===== config.mk =====
export PLATFORM = sky130hd
export DESIGN_NAME = nbi_ctrl
export DESIGN_NICKNAME = d
export VERILOG_FILES = /design/src/nbi_pkg.sv /design/src/nbi_ctrl.sv
export SDC_FILE = /design/constraint.sdc
export NUM_CORES = 1
export LEC_CHECK = 0
export ABC_CLOCK_PERIOD_IN_PS = 2150
export BUFFER_PORTS_ARGS = -buffer_cell sky130_fd_sc_hd__buf_2
export CAP_MARGIN = 20
export CORE_AREA = 2 2 52 54
export CTS_BUF_LIST = sky130_fd_sc_hd__clkbuf_8 sky130_fd_sc_hd__clkbuf_16
export CTS_CLUSTER_DIAMETER = 80
export DETAILED_ROUTE_END_ITERATION = 10
export DIE_AREA = 0 0 54 56
export GPL_ROUTABILITY_DRIVEN = 0
export PLACE_DENSITY = 0.71
export SETUP_SLACK_MARGIN = 0.15
export SKIP_CTS_REPAIR_TIMING = 1
export SLEW_MARGIN = 15
export SYNTH_ARGS = -nofsm -noshare
export SYNTH_HDL_FRONTEND = slang
export SYNTH_SLANG_ARGS = --single-unit

===== constraint.sdc =====
create_clock -name clk -period 2.15 [get_ports clk]
set_clock_uncertainty 0.05 [all_clocks]
set_input_delay 0.5375 -clock clk [delete_from_list [all_inputs] [get_ports clk]]
set_output_delay 0.5375 -clock clk [all_outputs]
set_load 0.005 [all_outputs]

===== src/nbi_pkg.sv =====
// ----------------------------------------------------------------------------
// nbi_pkg: shared constants and types
// Widths, register indexes and the controller to datapath command bundle
// for the backward-difference interpolator.
// ----------------------------------------------------------------------------
package nbi_pkg;

  localparam int POINTS_DEF = 5;
  localparam int KW         = 4;   // holds a difference order up to fifteen
  localparam int XW         = 32;  // Q16.16 word
  localparam int HW         = 31;  // spacing width
  localparam int NUMW       = 40;  // x minus last abscissa
  localparam int DVW        = 52;  // divider dividend width
  localparam int CIW        = 2;   // config index width

  localparam logic [CIW-1:0] REG_FIRST   = 2'd0;
  localparam logic [CIW-1:0] REG_SPACING = 2'd1;

  localparam logic [XW-1:0] FIRST_RST   = 32'd655360;
  localparam logic [HW-1:0] SPACING_RST = 31'd655360;
  localparam logic [HW-1:0] ONE_Q       = 31'd65536;
  localparam logic [HW-1:0] C_MAX       = {HW{1'b1}};
  localparam logic signed [62:0] ACC_MAX = 63'sd2305843009213693952;

  typedef struct packed {
    logic          load_wr;
    logic          query_go;
    logic          calc_num;
    logic          div_start;
    logic          div_coef;
    logic          take_s;
    logic          diff;
    logic          mul_c;
    logic          take_c;
    logic          mul_hi;
    logic          mul_lo;
    logic          acc_step;
    logic          fin;
    logic [KW-1:0] k;
  } nbi_cmd_t;

  typedef struct packed {
    logic div_done;
  } nbi_stat_t;

endpackage


===== src/nbi_ctrl.sv =====
// ----------------------------------------------------------------------------
// nbi_ctrl: interpolator sequencer
// Steps the datapath through divide, difference, multiply and sum phases.
// ----------------------------------------------------------------------------
module nbi_ctrl #(
  parameter int POINTS = nbi_pkg::POINTS_DEF
) (
  input  logic              clk,
  input  logic              rst,
  input  logic              start,
  input  logic              mode,
  input  nbi_pkg::nbi_stat_t stat,
  output nbi_pkg::nbi_cmd_t  cmd,
  output logic              busy,
  output logic              done
);

  typedef enum logic [11:0] {
    S_IDLE   = 12'b000000000001,
    S_NUM    = 12'b000000000010,
    S_SSTART = 12'b000000000100,
    S_SWAIT  = 12'b000000001000,
    S_DIFF   = 12'b000000010000,
    S_MULC   = 12'b000000100000,
    S_CSTART = 12'b000001000000,
    S_CWAIT  = 12'b000010000000,
    S_MULH   = 12'b000100000000,
    S_MULL   = 12'b001000000000,
    S_ACC    = 12'b010000000000,
    S_FIN    = 12'b100000000000
  } state_t;

  state_t                    state, state_next;
  logic [nbi_pkg::KW-1:0]    k, k_next;

  assign busy = (state != S_IDLE);

  always_comb begin
    state_next = state;
    k_next     = k;
    cmd        = '0;
    cmd.k      = k;
    unique case (state)
      S_IDLE: begin
        if (start) begin
          if (mode) begin
            cmd.query_go = 1'b1;
            k_next       = nbi_pkg::KW'(1);
            state_next   = S_NUM;
          end else begin
            cmd.load_wr = 1'b1;
          end
        end
      end
      S_NUM: begin
        cmd.calc_num = 1'b1;
        state_next   = S_SSTART;
      end
      S_SSTART: begin
        cmd.div_start = 1'b1;
        state_next    = S_SWAIT;
      end
      S_SWAIT: begin
        if (stat.div_done) begin
          cmd.take_s = 1'b1;
          state_next = S_DIFF;
        end
      end
      S_DIFF: begin
        cmd.diff   = 1'b1;
        state_next = S_MULC;
      end
      S_MULC: begin
        cmd.mul_c  = 1'b1;
        state_next = S_CSTART;
      end
      S_CSTART: begin
        cmd.div_start = 1'b1;
        cmd.div_coef  = 1'b1;
        state_next    = S_CWAIT;
      end
      S_CWAIT: begin
        if (stat.div_done) begin
          cmd.take_c = 1'b1;
          state_next = S_MULH;
        end
      end
      S_MULH: begin
        cmd.mul_hi = 1'b1;
        state_next = S_MULL;
      end
      S_MULL: begin
        cmd.mul_lo = 1'b1;
        state_next = S_ACC;
      end
      S_ACC: begin
        cmd.acc_step = 1'b1;
        if (k == nbi_pkg::KW'(POINTS - 1)) begin
          state_next = S_FIN;
        end else begin
          k_next     = k + 1'b1;
          state_next = S_DIFF;
        end
      end
      S_FIN: begin
        cmd.fin    = 1'b1;
        state_next = S_IDLE;
      end
      default: begin
        state_next = S_IDLE;
      end
    endcase
  end

  always_ff @(posedge clk) begin
    if (rst) begin
      state <= S_IDLE;
      k     <= '0;
      done  <= 1'b0;
    end else begin
      state <= state_next;
      k     <= k_next;
      done  <= (state == S_FIN);
    end
  end

endmodule


; ---- Yosys cells after proc, flatten, opt, wreduce, memory -nomap -nowiden
; Index checks and enable logic that the tools add are counted.
[word_totals]
reg_bits = 17
word_cells = 53
[classes]
n_addsub = 1
eq_ne = 19
muxes = 26
n_reduce_logical = 4
[ops]
columns = op, n
row1 = 12-bit case mux with 11 select lines, 1
row2 = 12-bit 2-to-1 mux, 5
row3 = 1-bit 2-to-1 mux, 14
row4 = 12-bit by 1-bit == test with 1-bit output (second input constant), 1
row5 = 12-bit by 10-bit == test with 1-bit output (second input constant), 1
row6 = 12-bit by 11-bit == test with 1-bit output (second input constant), 1
row7 = 12-bit == test (second input constant), 1
row8 = 12-bit by 2-bit == test with 1-bit output (second input constant), 1
row9 = 12-bit by 3-bit == test with 1-bit output (second input constant), 1
row10 = 12-bit by 4-bit == test with 1-bit output (second input constant), 1
row11 = 12-bit by 5-bit == test with 1-bit output (second input constant), 1
row12 = 12-bit by 6-bit == test with 1-bit output (second input constant), 1
row13 = 12-bit by 7-bit == test with 1-bit output (second input constant), 1
row14 = 12-bit by 8-bit == test with 1-bit output (second input constant), 1
row15 = 12-bit by 9-bit == test with 1-bit output (second input constant), 1
row16 = 4-bit 2-to-1 mux, 3
row17 = 12-bit by 1-bit inequality test with 1-bit output (second input constant), 1
row18 = 2-bit inequality test (second input constant), 5
row19 = 4-bit case mux with 2 select lines, 1
row20 = 4-bit AND reduction, 2
row21 = 4-bit by 1-bit adder with 4-bit output (second input constant), 1
row22 = 4-bit by 3-bit == test with 1-bit output (second input constant), 1
row23 = 2-bit 2-to-1 mux, 2
row24 = 2-bit nonzero test, 1
row25 = 2-bit OR reduction, 1

; ---- Logic depth before layout (Yosys ltp)
[depth]
ltp_word = 3
depth_mapped = 6

; ---- Least setup slack after synthesis
; OpenSTA, ideal clock, no wires.
[synth_timing]
kind = reg-to-output
startpoint = register state[6]
endpoint = output port cmd[16] in the netlist's numbering
arrival_ns = 1.545
slack_ns = 0.017
path_stages_with_launch = 6
path_buffers = 1
cell_sequence = dfxtp_1 -> buf_6 -> nor4_4 -> nand3_4 -> or2_2 -> nor3b_1
[synth_rtl]
columns = item, line
row1 = "start, declared", nbi_ctrl.sv:33  ; state_t state, state_next;
row2 = "start signal, assigned", nbi_ctrl.sv:121  ; state <= state_next;
row3 = "end, declared", nbi_ctrl.sv:13  ; output nbi_pkg::nbi_cmd_t cmd,

==> flow_metrics.env <==
export IMPL_numCtsBuffers=3
export IMPL_synthToLayoutAreaGrowth_pct=38.7
export IMPL_cts_sinks=17
export IMPL_synth_top_area_cell="dfxtp_1"
export IMPL_dr_pass1_iters=4
export IMPL_cts_tree="done"
export IMPL_ys_ff_latch=17
export IMPL_rr_worst_depth=7
export IMPL_synth_nets=140
export IMPL_grt_pass1_vias=923
export IMPL_n_antenna_cell=0
export IMPL_synth_top_area_share=0.292
export IMPL_vias_per_cell=5.92
export IMPL_layout_cells_non_filler=202
export IMPL_setup_viol=11
export IMPL_drive_above_1_share=0.523
export IMPL_cts_root_buf="clkbuf_8"
export IMPL_core_sq_um=2430
export IMPL_p_leak_nw=0.675
export IMPL_place_area_sq_um=1310
export IMPL_wl_mm=3.45
export IMPL_multi_input_area_sq_um=812
export IMPL_seqPwrFrac=0.485
export IMPL_std_cell_rows=18
export IMPL_synthFlopType="dfxtp_1"
export IMPL_swShare=0.273
export IMPL_startpoint_type="flop"
export IMPL_vias=1195
export IMPL_ctsLongestPathBuffers=2
export IMPL_ys_types=48
export IMPL_p_clk_frac=0.364
export IMPL_syn_area_sq_um=1160
export IMPL_synth_edf_count=0
export IMPL_hpwl_mm=2.03
export IMPL_drc=0
export IMPL_placed_cells=187
export IMPL_nFillCells=182
export IMPL_first_iter_violations=43
export IMPL_grt_overflow_total=0
export IMPL_slew_headroom=0.755
export IMPL_yosysSeqAreaShare=0.292
export IMPL_routedWlPerCell_um=17.1
export IMPL_power_per_cell_area_nw_per_um2=416
export IMPL_synthArstFlopShare=0
export IMPL_ys_top_cells_by_area="dfxtp_1, nor3b_1, nor2_1"
export IMPL_fin_crit_ns=2.34
export IMPL_clock_fmax_mhz=427
export IMPL_grt_setup_unrepaired="yes"
export IMPL_status="finished, violations left"
export IMPL_clk_latency_ns=0.25
export IMPL_p_switching_mw=0.184
export IMPL_setup_ws_ns=-0.194
export IMPL_final_max_slew_viol_count=0
export IMPL_start_util=0.478
export IMPL_io_pins=24
export IMPL_ys_warn_count=0
export IMPL_holdCritPathClass="reg -> reg"
export IMPL_seqCellArea_sq_um=363
export IMPL_grt_max_degree=10
export IMPL_ir_drop_v=0.000320
export IMPL_syn_area_per_cell_sq_um=8.75
export IMPL_layout_common_cells="buf_2, buf_4, inv_1, buf_6, dfxtp_1"
export IMPL_crit_type="reg -> out"
export IMPL_portBuffers=23
export IMPL_clk_pin_slew_ns=0.07
export IMPL_cp_max_fo=5
export IMPL_syn_instance_count=133
export IMPL_end_kind="primary output"
export IMPL_cts_htree_levels=1
export IMPL_hold_viol_final=0
export IMPL_required_ns=1.56
export IMPL_grt_use_total=0.187
export IMPL_die_w_um=54
export IMPL_dieArea_sq_um=3020
export IMPL_finalNetCount=180
export IMPL_postRouteAntennaNets=0
export IMPL_power_internal_mw=0.488
export IMPL_tns_ns=-1.15
export IMPL_fin_crit_sh=1.09
export IMPL_worst_pin_slew_ns=0.364
export IMPL_drv_cap=0
export IMPL_fin_area_sq_um=1610
export IMPL_cp_data_arrival_time_ns=1.76
export IMPL_violations="setup timing"
export IMPL_chipHeight_um=56
export IMPL_pwr_share_comb=0.151
export IMPL_grt_pass1_wl_mm=4.24
export IMPL_utilization=0.664
export IMPL_holdPathStages=2
export IMPL_final_common_cell="buf_2"
export IMPL_grt_antenna_before_repair=0
[final timing paths]
path / startpoint / to / slack, ns
worst min register to register: k[3] / k[3] / 0.45
worst min-delay path: k[3] / k[3] / 0.45
worst max-delay path: state[6] / cmd[16] / -0.19
worst max register to register: state[6] / k[3] / 0.22
[area by class of cell]
type                    count  share of cell area
clock inverters             1             0.00233
well taps                  30              0.0233
multi-input cells          97               0.503
inverters                   7              0.0163
clock buffers               3              0.0256
repair buffers             47               0.205
flip-flops and latches     17               0.225
[per-layer routing]
| layer | up-vias | share of wire | track usage |
|---|---|---|---|
| met1 | 561 | 0.45 | 0.276 |
| met5 | - | 0 | 0 |
| li1 | 569 | - | - |
| met2 | 57 | 0.45 | 0.272 |
| met3 | 8 | 0.077 | 0.0349 |
| met4 | 0 | 0.021 | 0.0536 |
[power groups by stage]
| stage | registers (mW) | logic [mW] | clock network, mW |
|---|---|---|---|
| CTS | 0.327 | 0.0871 | 0.247 |
| floorplan | 0.329 | 0.0632 | 0 |
| global placement | 0.334 | 0.0841 | 0 |
| detailed placement | 0.334 | 0.0870 | 0 |
| global route | 0.327 | 0.110 | 0.261 |
| finish | 0.326 | 0.102 | 0.245 |
[worst max-delay path: stages, from the launching register on]
cell     delay, ns
dfxtp_2       0.33
buf_6         0.12
nor4_4        0.31
buf_6         0.17
nand3_4       0.07
or2_4         0.24
nor3b_2       0.14
buf_2         0.13
[per-stage QoR]
step                hold slack (ns)  total power [mW]  setup slack (ns)
finish                        0.454             0.672            -0.194
global route                  0.484             0.697            -0.276
CTS                           0.452             0.661            -0.168
detailed placement            0.436             0.421             0.123
global placement              0.426             0.418             0.151
floorplan                     0.421             0.392             0.129
[kinds of logic (layout without fill, tap and decap cells)]
logic type | after synthesis | after routing | synth area share
AOI/OAI and AO/OA | 19 | 19 | 0.108
DFF | 17 | 17 | 0.292
and+or+nand+nor | 70 | 70 | 0.410
buffers and inverters | 19 | 58 | 0.123
xor gates and xnor gates | 5 | 5 | 0.0376
muxes | 1 | 1 | 0.00860
adders and majority gates | 2 | 2 | 0.0215
[synthesized netlist by cell type (3+ instances only)]
cell and count:
nor3_1 7, nor2_1 12, nand4_1 4, o21ai_0 3
a21oi_1 6, xnor2_1 3, buf_6 3, nand3_1 6
inv_1 7, nor4b_1 3, and4_2 3, buf_2 3
nor4_1 3, nor3b_1 10, dfxtp_1 17, nor2b_1 3
[registers in the layout (all words and copies together), names as in the netlist]
signal and flops:
done 1, state 12, k 4
Power figures use the tool's default switching activity.
