$ cat src/nbi_pkg.sv
// ----------------------------------------------------------------------------
// nbi_pkg: shared constants and types
// Widths, register indexes and the controller to datapath command bundle
// for the backward-difference interpolator.
// ----------------------------------------------------------------------------
package nbi_pkg;

  localparam int POINTS_DEF = 5;
  localparam int KW         = 4;   // holds a difference order up to fifteen
  localparam int XW         = 32;  // Q16.16 word
  localparam int HW         = 31;  // spacing width
  localparam int NUMW       = 40;  // x minus last abscissa
  localparam int DVW        = 52;  // divider dividend width
  localparam int CIW        = 2;   // config index width

  localparam logic [CIW-1:0] REG_FIRST   = 2'd0;
  localparam logic [CIW-1:0] REG_SPACING = 2'd1;

  localparam logic [XW-1:0] FIRST_RST   = 32'd655360;
  localparam logic [HW-1:0] SPACING_RST = 31'd655360;
  localparam logic [HW-1:0] ONE_Q       = 31'd65536;
  localparam logic [HW-1:0] C_MAX       = {HW{1'b1}};
  localparam logic signed [62:0] ACC_MAX = 63'sd2305843009213693952;

  typedef struct packed {
    logic          load_wr;
    logic          query_go;
    logic          calc_num;
    logic          div_start;
    logic          div_coef;
    logic          take_s;
    logic          diff;
    logic          mul_c;
    logic          take_c;
    logic          mul_hi;
    logic          mul_lo;
    logic          acc_step;
    logic          fin;
    logic [KW-1:0] k;
  } nbi_cmd_t;

  typedef struct packed {
    logic div_done;
  } nbi_stat_t;

endpackage

$ cat src/nbi_div.sv
// ----------------------------------------------------------------------------
// nbi_div: iterative unsigned divider
// Restoring division, one quotient bit per cycle, done pulses when finished.
// ----------------------------------------------------------------------------
module nbi_div #(
  parameter int DVW = nbi_pkg::DVW,
  parameter int DSW = nbi_pkg::HW
) (
  input  logic           clk,
  input  logic           rst,
  input  logic           start,
  input  logic [DVW-1:0] dividend,
  input  logic [DSW-1:0] divisor,
  output logic           done,
  output logic [DVW-1:0] quotient
);

  localparam int CW = $clog2(DVW + 1);

  logic [DVW-1:0] q;
  logic [DSW-1:0] rem;
  logic [DSW-1:0] dsr;
  logic [CW-1:0]  cnt;
  logic [DSW:0]   trial;
  logic [DSW:0]   trial_sub;
  logic           fits;

  assign trial     = {rem, q[DVW-1]};
  assign fits      = trial >= {1'b0, dsr};
  assign trial_sub = trial - {1'b0, dsr};
  assign quotient  = q;

  always_ff @(posedge clk) begin
    if (rst) begin
      cnt  <= '0;
      done <= 1'b0;
    end else begin
      done <= 1'b0;
      if (start) begin
        q   <= dividend;
        rem <= '0;
        dsr <= divisor;
        cnt <= CW'(DVW);
      end else if (cnt != '0) begin
        rem <= fits ? trial_sub[DSW-1:0] : trial[DSW-1:0];
        q   <= {q[DVW-2:0], fits};
        cnt <= cnt - 1'b1;
        if (cnt == CW'(1)) begin
          done <= 1'b1;
        end
      end
    end
  end

endmodule

$ cat src/nbi_dp.sv
// ----------------------------------------------------------------------------
// nbi_dp: interpolator datapath
// Sample table, config registers, difference lanes, shared multiplier,
// shared divider and the saturating accumulator.
// ----------------------------------------------------------------------------
module nbi_dp #(
  parameter int POINTS = nbi_pkg::POINTS_DEF
) (
  input  logic                        clk,
  input  logic                        rst,
  input  nbi_pkg::nbi_cmd_t            cmd,
  output nbi_pkg::nbi_stat_t           stat,
  input  logic [2:0]                  sample_index,
  input  logic signed [31:0]          sample_value,
  input  logic signed [31:0]          query_x,
  input  logic                        cfg_valid,
  input  logic [nbi_pkg::CIW-1:0]     cfg_index,
  input  logic [31:0]                 cfg_data,
  output logic signed [31:0]          interpolated,
  output logic                        overflow
);

  localparam int DIFW = 32 + POINTS;
  localparam int IW   = $clog2(POINTS);
  localparam int NUMW = nbi_pkg::NUMW;
  localparam int DVW  = nbi_pkg::DVW;
  localparam int HW   = nbi_pkg::HW;

  logic signed [31:0]     first_abs;
  logic [HW-1:0]          spacing;
  logic signed [31:0]     samples [POINTS];
  logic signed [DIFW-1:0] d [POINTS];
  logic signed [31:0]     x;
  logic signed [NUMW-1:0] num;
  logic signed [31:0]     s;
  logic signed [32:0]     fac;
  logic [HW-1:0]          c_mag;
  logic                   c_neg;
  logic [63:0]            prod;
  logic [63:0]            hi;
  logic signed [62:0]     acc;
  logic                   ovf;

  logic [HW-1:0]          h;
  logic [NUMW-1:0]        hp;
  logic signed [NUMW-1:0] num_w;
  logic                   num_neg;
  logic [NUMW-1:0]        num_mag;
  logic                   fac_neg;
  logic [32:0]            fac_abs;
  logic [IW-1:0]          didx;
  logic signed [DIFW-1:0] dsel;
  logic [DIFW-1:0]        dm;
  logic [31:0]            ma, mb;
  logic [DVW-1:0]         div_a;
  logic [HW-1:0]          div_b;
  logic                   div_done;
  logic [DVW-1:0]         div_q;
  logic                   q_big;
  logic [HW-1:0]          q_sat;
  logic [63:0]            m;
  logic                   tneg;
  logic signed [65:0]     tval, sum;

  assign h       = (spacing == '0) ? HW'(1) : spacing;
  assign hp      = NUMW'(h) * NUMW'(POINTS - 1);
  assign num_w   = NUMW'(x) - NUMW'(first_abs) - $signed(hp);
  assign num_neg = num[NUMW-1];
  assign num_mag = num_neg ? NUMW'(-num) : NUMW'(num);
  assign fac_neg = fac[32];
  assign fac_abs = fac_neg ? 33'(-fac) : 33'(fac);
  assign didx    = IW'(POINTS - 1 - int'(cmd.k));
  assign dsel    = d[didx];
  assign dm      = dsel[DIFW-1] ? DIFW'(-dsel) : DIFW'(dsel);

  // dividend is |num| scaled by 2^16 or the coefficient product over 2^16
  assign div_a = cmd.div_coef ? DVW'(prod[63:16]) : {num_mag[DVW-17:0], 16'h0000};
  assign div_b = cmd.div_coef ? HW'(cmd.k) : h;

  assign q_big = div_q > DVW'(nbi_pkg::C_MAX);
  assign q_sat = q_big ? nbi_pkg::C_MAX : div_q[HW-1:0];

  assign stat.div_done = div_done;

  nbi_div #(.DVW(DVW), .DSW(HW)) u_div (
    .clk      (clk),
    .rst      (rst),
    .start    (cmd.div_start),
    .dividend (div_a),
    .divisor  (div_b),
    .done     (div_done),
    .quotient (div_q)
  );

  always_comb begin
    ma = '0;
    mb = '0;
    priority if (cmd.mul_c) begin
      ma = {1'b0, c_mag};
      mb = fac_abs[31:0];
    end else if (cmd.mul_hi) begin
      ma = 32'(dm[DIFW-1:16]);
      mb = {1'b0, c_mag};
    end else if (cmd.mul_lo) begin
      ma = {16'h0000, dm[15:0]};
      mb = {1'b0, c_mag};
    end
  end

  // term = (|d| >> 16) * |c| + ((|d| & 0xffff) * |c|) >> 16
  assign m    = hi + (prod >> 16);
  assign tneg = dsel[DIFW-1] ^ c_neg;
  assign tval = tneg ? -$signed({2'b00, m}) : $signed({2'b00, m});
  assign sum  = 66'(acc) + tval;

  always_ff @(posedge clk) begin
    if (rst) begin
      first_abs <= nbi_pkg::FIRST_RST;
      spacing   <= nbi_pkg::SPACING_RST;
      for (int i = 0; i < POINTS; i++) begin
        samples[i] <= '0;
      end
    end else begin
      if (cfg_valid) begin
        if (cfg_index == nbi_pkg::REG_FIRST) begin
          first_abs <= cfg_data;
        end else if (cfg_index == nbi_pkg::REG_SPACING) begin
          spacing <= cfg_data[HW-1:0];
        end
      end
      for (int i = 0; i < POINTS; i++) begin
        if (cmd.load_wr && (32'(sample_index) == i)) begin
          samples[i] <= sample_value;
        end
      end
    end
  end

  always_ff @(posedge clk) begin
    if (cmd.query_go) begin
      x   <= query_x;
      ovf <= 1'b0;
      for (int i = 0; i < POINTS; i++) begin
        d[i] <= DIFW'(samples[i]);
      end
    end
    if (cmd.calc_num) begin
      num <= num_w;
    end
    if (cmd.take_s) begin
      s     <= num_neg ? -$signed({1'b0, q_sat}) : $signed({1'b0, q_sat});
      c_mag <= nbi_pkg::ONE_Q;
      c_neg <= 1'b0;
      acc   <= 63'(d[POINTS-1]);
      if (q_big) begin
        ovf <= 1'b1;
      end
    end
    if (cmd.diff) begin
      for (int i = 0; i < POINTS - 1; i++) begin
        if (i < POINTS - int'(cmd.k)) begin
          d[i] <= d[i+1] - d[i];
        end
      end
      fac <= 33'(s) + $signed({1'b0, nbi_pkg::KW'(cmd.k - 1'b1), 16'h0000});
    end
    if (cmd.mul_c || cmd.mul_hi || cmd.mul_lo) begin
      prod <= ma * mb;
    end
    if (cmd.mul_lo) begin
      hi <= prod;
    end
    if (cmd.take_c) begin
      c_mag <= q_sat;
      c_neg <= c_neg ^ fac_neg;
      if (q_big) begin
        ovf <= 1'b1;
      end
    end
    if (cmd.acc_step) begin
      if (sum > 66'(nbi_pkg::ACC_MAX)) begin
        acc <= nbi_pkg::ACC_MAX;
        ovf <= 1'b1;
      end else if (sum < -66'(nbi_pkg::ACC_MAX)) begin
        acc <= -nbi_pkg::ACC_MAX;
        ovf <= 1'b1;
      end else begin
        acc <= sum[62:0];
      end
    end
    if (cmd.fin) begin
      if (acc > 63'sd2147483647) begin
        interpolated <= 32'sh7fffffff;
        overflow     <= 1'b1;
      end else if (acc < -63'sd2147483648) begin
        interpolated <= 32'sh80000000;
        overflow     <= 1'b1;
      end else begin
        interpolated <= acc[31:0];
        overflow     <= ovf;
      end
    end
  end

endmodule

$ cat config.mk
export PLATFORM = sky130hd
export DESIGN_NAME = nbi_dp
export DESIGN_NICKNAME = d
export VERILOG_FILES = /design/src/nbi_pkg.sv /design/src/nbi_div.sv /design/src/nbi_dp.sv
export SDC_FILE = /design/constraint.sdc
export NUM_CORES = 2
export LEC_CHECK = 0
export ABC_AREA = 1
export BUFFER_PORTS_ARGS = -buffer_cell sky130_fd_sc_hd__buf_2
export CAP_MARGIN = 0
export CORE_UTILIZATION = 59
export CTS_CLUSTER_SIZE = 25
export DETAILED_ROUTE_END_ITERATION = 10
export PLACE_DENSITY_LB_ADDON = 0.12
export SLEW_MARGIN = 40
export SYNTH_ARGS = -nofsm -noshare
export SYNTH_HDL_FRONTEND = slang
export SYNTH_SLANG_ARGS = --single-unit
$ cat constraint.sdc
create_clock -name clk -period 11.1 [get_ports clk]
set_input_delay 1.11 -clock clk [delete_from_list [all_inputs] [get_ports clk]]
set_output_delay 1.11 -clock clk [all_outputs]
set_load 0.05 [all_outputs]
-- Yosys cells after proc, flatten, opt, wreduce, memory -nomap -nowiden
Memory sizes are Yosys's and may differ from the RTL's.
Cells that the tools add are included.
- bits in writable memories: 345
- word-level logic and storage cells: 174
- memories kept: 2
- latch bits: 0
- register bits after elaboration: 573
- input bits: 121
- memory bits (read-only): 0
- output and inout port bits: 34
- shift operators: 0
- div/mod/pow operators: 0
- bitwise operators: 14
- reduce and logical (&&, ||, !) cells: 21
- eq/ne operators: 6
- $lt $le $gt $ge: 10
- add/sub/neg operators: 19
- multiply operators: 1
- multiplexer cells: 79
- memories (name ; depth ; bits a word ; rd ports ; clocked after Yosys merged registers in ; wr ports ; RTL line ; source):
    d ; 5 ; 37 ; 6 ; 0 ; 5 ; nbi_dp.sv:32 ; logic signed [DIFW-1:0] d [POINTS];
    samples ; 5 ; 32 ; 5 ; 0 ; 5 ; nbi_dp.sv:31 ; logic signed [31:0] samples [POINTS];
- operator list (kind ; number):
    2-to-1 mux 32 bit ; 9
    2-to-1 mux 31 bit ; 9
    2-to-1 mux 63 bit ; 4
    2-to-1 mux 37 bit ; 5
    2-to-1 mux 52 bit ; 3
    subtractor 37 bit ; 4
    adder 63 x 66 -> 66 bit ; 1
    greater-than comparator 66 x 63 -> 1 bit, second input constant ; 1
    < comparator 66 x 62 -> 1 bit, second input constant ; 1
    2-to-1 mux 66 bit ; 1
    negator 64 -> 66 bit ; 1
    adder 64 x 48 -> 64 bit ; 1
    multiplier 32 x 32 -> 64 bit ; 1
    greater-than comparator 63 x 32 -> 1 bit, second input constant ; 1
    < comparator 63 x 32 -> 1 bit, second input constant ; 1
    greater-than comparator 52 x 31 -> 1 bit, second input constant ; 1
    2-to-1 mux 1 bit ; 42
    negator 37 bit ; 1
    2-to-1 mux 36 bit ; 1
    negator 35 -> 36 bit ; 1
    subtractor 33 x 34 -> 35 bit ; 1
    adder 32 x 21 -> 33 bit ; 1
    subtractor 32 x 32 -> 33 bit ; 1
    greater-or-equal comparator 32 x 31 -> 1 bit ; 1
    other kinds (33) ; 57

-- Longest topological paths before layout
An unclocked memory read counts as a cell.
- depth in word-level cells: 9
- mapped depth: 56
- depth with buffers taken out: 51

-- Modules after synthesis
Synthesis repeated with hierarchy kept, for this count alone.
- cells, all modules: 12084
- area, all modules: 95462.8 µm²
- modules (own cells, without submodules) (module ; area each (µm²) ; seq. area each (µm²) ; cells an instance ; times used):
    nbi_dp ; 87918.1 ; 23142.2 ; 11086 ; 1
    nbi_div ; 7544.7 ; 3563.4 ; 998 ; 1

-- Least setup slack after synthesis
No wires, ideal clock.
- path type: input to register
- start: in cmd[0] (netlist bit)
- end: reg prod[54] (data pin)
- arrival: 10.273 ns
- stages: 47
- data required time: 10.848 ns
- path buffers: 5
- path slack: 0.574 ns
- library setup time: 0.252 ns
- cells stage by stage: inv_2 -> buf_4 -> buf_4 -> buf_2 -> ha_1 -> xnor2_2 -> buf_6 -> nand3_1 -> o21ai_2 -> ha_1 -> nand2_1 -> nor2_2 -> nand4_2 -> nor3_2 -> nand3_2 -> o21ai_1 -> a21oi_1 -> o21ai_1 -> [... 11 more ...] -> fa_1 -> inv_1 -> fa_1 -> inv_1 -> ha_1 -> a21oi_1 -> inv_1 -> a31oi_1 -> a21boi_1 -> o21ai_0 -> a21boi_1 -> o21ai_0 -> a21oi_1 -> o21ai_1 -> nand2_1 -> nand2_1 -> nand2_1 -> nand2_1
- word-level cells in the longest chain between the ends: 8
- RTL lines (element ; RTL line ; source):
    from (decl) ; nbi_dp.sv:11 ; input nbi_pkg::nbi_cmd_t cmd,
    subtractor 3 bit (*) ; nbi_dp.sv:72 ; assign didx = IW'(POINTS - 1 - int'(cmd.k));
    memory (5 x 37 bit) (*) ; - ;
    negator 37 bit ; nbi_dp.sv:74 ; assign dm = dsel[DIFW-1] ? DIFW'(-dsel) : DIFW'(dsel);
    2-to-1 mux 37 bit (*) ; nbi_dp.sv:74 ;
    2-to-1 mux 16 bit ; nbi_dp.sv:104 ; end else if (cmd.mul_lo) begin
    2-to-1 mux 21 bit (*) ; nbi_dp.sv:101 ; end else if (cmd.mul_hi) begin
    2-to-1 mux 32 bit (*) ; nbi_dp.sv:98 ; priority if (cmd.mul_c) begin
    multiplier 32 x 32 -> 64 bit (*) ; nbi_dp.sv:168 ; prod <= ma * mb;
    to (signal assigned) ; nbi_dp.sv:168 ;
    to (decl) ; nbi_dp.sv:39 ; logic [63:0] prod;
Every way passes the cells marked *; elsewhere a longest branch is shown, timed or not.
A chain may end at the register's enable or synchronous reset.

-- Worst setup path in the final report
- start: in cmd[0] (netlist bit)
- end: reg prod[63] (data pin)
Same word-level chain as after synthesis.

==> impl_metrics.env <==
export IMPL_gr_total_overflow=0
export IMPL_crit_fanout=43
export IMPL_finalHoldViolCount=0
export IMPL_grt_antenna_before_repair=24
export IMPL_mostFrequentLayoutCell="nand2_1"
export IMPL_grt_pass1_vias=87345
export IMPL_gp_congestion=1.11
export IMPL_track_usage_pct=44.6
export IMPL_worst_setup_path_type="primary input to flip-flop"
export IMPL_synth_top_area_share_pct=26.5
export IMPL_nNetsFinal=14072
export IMPL_regToRegSetupSlack_ps=450
export IMPL_rr_startpoint="fac[1]$_DFFE_PP_"
export IMPL_final_layout_size_suffix_gt1_share_pct=8.97
export IMPL_layout_common_cells="nand2_1 (2641), inv_1 (2286), nor2_1 (1130)"
export IMPL_multi_input_area_sq_um=58500
export IMPL_fin_ws_ps=390
export IMPL_core_area_sq_um=160000
export IMPL_period_needed_ps=10710
export IMPL_routed_via_count=88598
export IMPL_finalSetupViolCount=0
export IMPL_cp_slowest_cell="fa_1"
export IMPL_clock_latency_ps=770
export IMPL_synth_fp_nets=13605
export IMPL_finalNonFillerCells=14695
export IMPL_synthesis_area_sq_um=95300
export IMPL_drc=3
export IMPL_yosysUniqueCellTypes=73
export IMPL_post_route_period_util_pct=96.5
export IMPL_synth_area_leaders="edfxtp_1 (27%), fa_1 (19%), nand2_1 (10%)"
export IMPL_cts_sinks=913
export IMPL_grt_max_degree=73
export IMPL_critPathCapture="prod[63]$_DFFE_PP_"
export IMPL_routedWlPerCell_microns=25.0
export IMPL_slew_headroom_pct=36.4
export IMPL_worstPathRequired_ps=11530
export IMPL_final_util_pct=65.9
export IMPL_r2r_end="prod[63]$_DFFE_PP_"
export IMPL_htreeDepth=3
export IMPL_ant_nets=0
export IMPL_numPortBuffers=154
export IMPL_die_h_microns=404
export IMPL_ys_seq_elements=913
export IMPL_startpoint="cmd[0]"
export IMPL_rows=147
export IMPL_run_status="complete, but fails checks"
export IMPL_yosysTopAreaCell="edfxtp_1"
export IMPL_synthFlopType="edfxtp_1"
export IMPL_cp_common_cell="nand2_1"
export IMPL_die_x_microns=404
export IMPL_slew_violations=0
export IMPL_dp_hpwl_microns=292000
export IMPL_dr_pass1_iters=11
export IMPL_violations="design-rule violations"
export IMPL_register_area_sq_um=26700
export IMPL_crit_path_max_incr_delay_ps=540
export IMPL_start_util_pct=59.4
export IMPL_ys_async_sr_fraction_pct=0
export IMPL_grt_pass1_wl_microns=540000
export IMPL_die_area_sq_um=163000
export IMPL_drt_iter0_markers=12163
export IMPL_postSynthCellCount=11967
export IMPL_area_growth_pct=10.9
export IMPL_synth_warnings=0
export IMPL_tightestPinTransition_ps=949
export IMPL_crit_path_end_kind="flip-flop"
export IMPL_crit_arrival_ps=11140
export IMPL_cts_root_buffer="clkbuf_16"
export IMPL_skew_ps=91.3
export IMPL_cap_violations=0
export IMPL_max_freq_mhz=93.4
export IMPL_ys_seq_area_share_pct=28.0
export IMPL_dp_cells=14492
export IMPL_cts_clk_slew_worst_paths_ps=60
export IMPL_numCtsBuffers=98
export IMPL_cp_start_kind="primary input"
export IMPL_ff2ff_path_depth=45
export IMPL_hold_path_class="flip-flop to flip-flop"
export IMPL_num_fill_cells=13065
export IMPL_ios=155
export IMPL_vias_per_cell=6.03
export IMPL_synth_avg_cell_area_sq_um=7.96
export IMPL_synth_enable_flop_cells=842
export IMPL_cts_tree="yes"
export IMPL_clockBufferDepth=3
export IMPL_post_place_ws_ps=-366
export IMPL_drt_wl_total_microns=367000
how the worst min path moves through the flow:
stage | start | end | slack, ps | cells after the start
floorplan | samples[0][128]$_DFFE_PP_ | d[4][0]$_DFFE_PP_ | 400 | 0
global placement | samples[0][151]$_DFFE_PP_ | d[4][23]$_DFFE_PP_ | 400 | 0
detailed placement | s[2]$_DFFE_PP_ | fac[2]$_DFFE_PP_ | 400 | 0
CTS | samples[0][155]$_DFFE_PP_ | d[4][27]$_DFFE_PP_ | 400 | 0
global route | samples[0][155]$_DFFE_PP_ | d[4][27]$_DFFE_PP_ | 410 | 0
finish | prod[1]$_DFFE_PP_ | hi[1]$_DFFE_PP_ | 400 | 0
synth_stat cells (26+ instances only):
master,number
nand3b_1,33
nor2_2,29
fa_1,907
nand2_1,2644
or2_2,53
dfxtp_1,71
xnor2_1,142
clkbuf_1,246
o21ai_0,508
inv_1,2293
nor4_1,46
nor3_1,86
nand4_1,101
buf_2,71
nor2_1,1136
o211ai_1,59
ha_1,610
xor2_1,229
a31oi_1,78
nand3_1,524
o21ai_1,78
edfxtp_1,842
o21a_1,34
a21oi_1,811
a21o_1,26
area by class of cell:
type | instances | share of cell area (%)
clock inverters | 63 | 0.669
multi-input cells | 8358 | 55.4
well taps | 2160 | 2.56
diodes | 17 | 0.0403
flip-flops and latches | 913 | 25.3
repair buffers | 735 | 5.30
inverters | 2328 | 8.28
clock buffers | 121 | 2.44
per-layer routing:
metal / track usage (%) / part of all wire, % / up-vias / wire length [microns]
met5: 0.416 / 0.050 / - / 185
met4: 22.8 / 6.4 / 16 / 23400
met3: 14.6 / 14 / 1318 / 51000
met2: 67.2 / 43 / 6105 / 157000
met1: 57.4 / 37 / 42182 / 135000
li1: - / - / 38977 / -
sequential cells by signal, summed over array words and instances (netlist names), 6 cells and up:
signal / cells
fac: 33
u_div.cnt: 6
s: 32
interpolated: 32
u_div.quotient: 52
hi: 64
spacing: 31
samples: 160
u_div.dsr: 31
d: 180
u_div.rem: 31
num: 35
acc: 63
prod: 64
first_abs: 32
x: 32
c_mag: 31
logic make-up after synthesis:
group | after synthesis | synth area share [%]
DFF | 913 | 28.0
adders and majority gates | 1517 | 27.1
xor gates and xnor gates | 372 | 3.43
AOI/OAI and AO/OA | 1767 | 10.3
buffers and inverters | 2696 | 10.9
and+or+nand+nor | 4702 | 20.3
repair_timing:
item | 4_1_cts | 5_1_grt
hold buffers | 0 | 0
resized for setup | 0 | 24
setup endpoints to repair | 0 | 16
setup buffers | 0 | 1
metrics by stage:
| step | TNS, ps | hold slack [ps] | instance area (sq um) |
|---|---|---|---|
| after detailed placement | -4370 | 405 | 102000 |
| after CTS | 0 | 405 | 105000 |
| final | 0 | 403 | 106000 |
| after global routing | -78.3 | 411 | 106000 |
| after global placement | -2040 | 400 | 102000 |
| after floorplan | 0 | 400 | 95300 |
worst max-delay path, delay by kind of cell:
family                     cells  cell delay, ps
xor gates and xnor gates       3             490
and+or+nand+nor               13            1800
AOI/OAI and AO/OA              9            1540
buffers and inverters         10            1510
adders and majority gates     10            4580
Power is not shown: default switching activity piles up to over one toggle a cycle in this logic, so the estimate is an artifact.
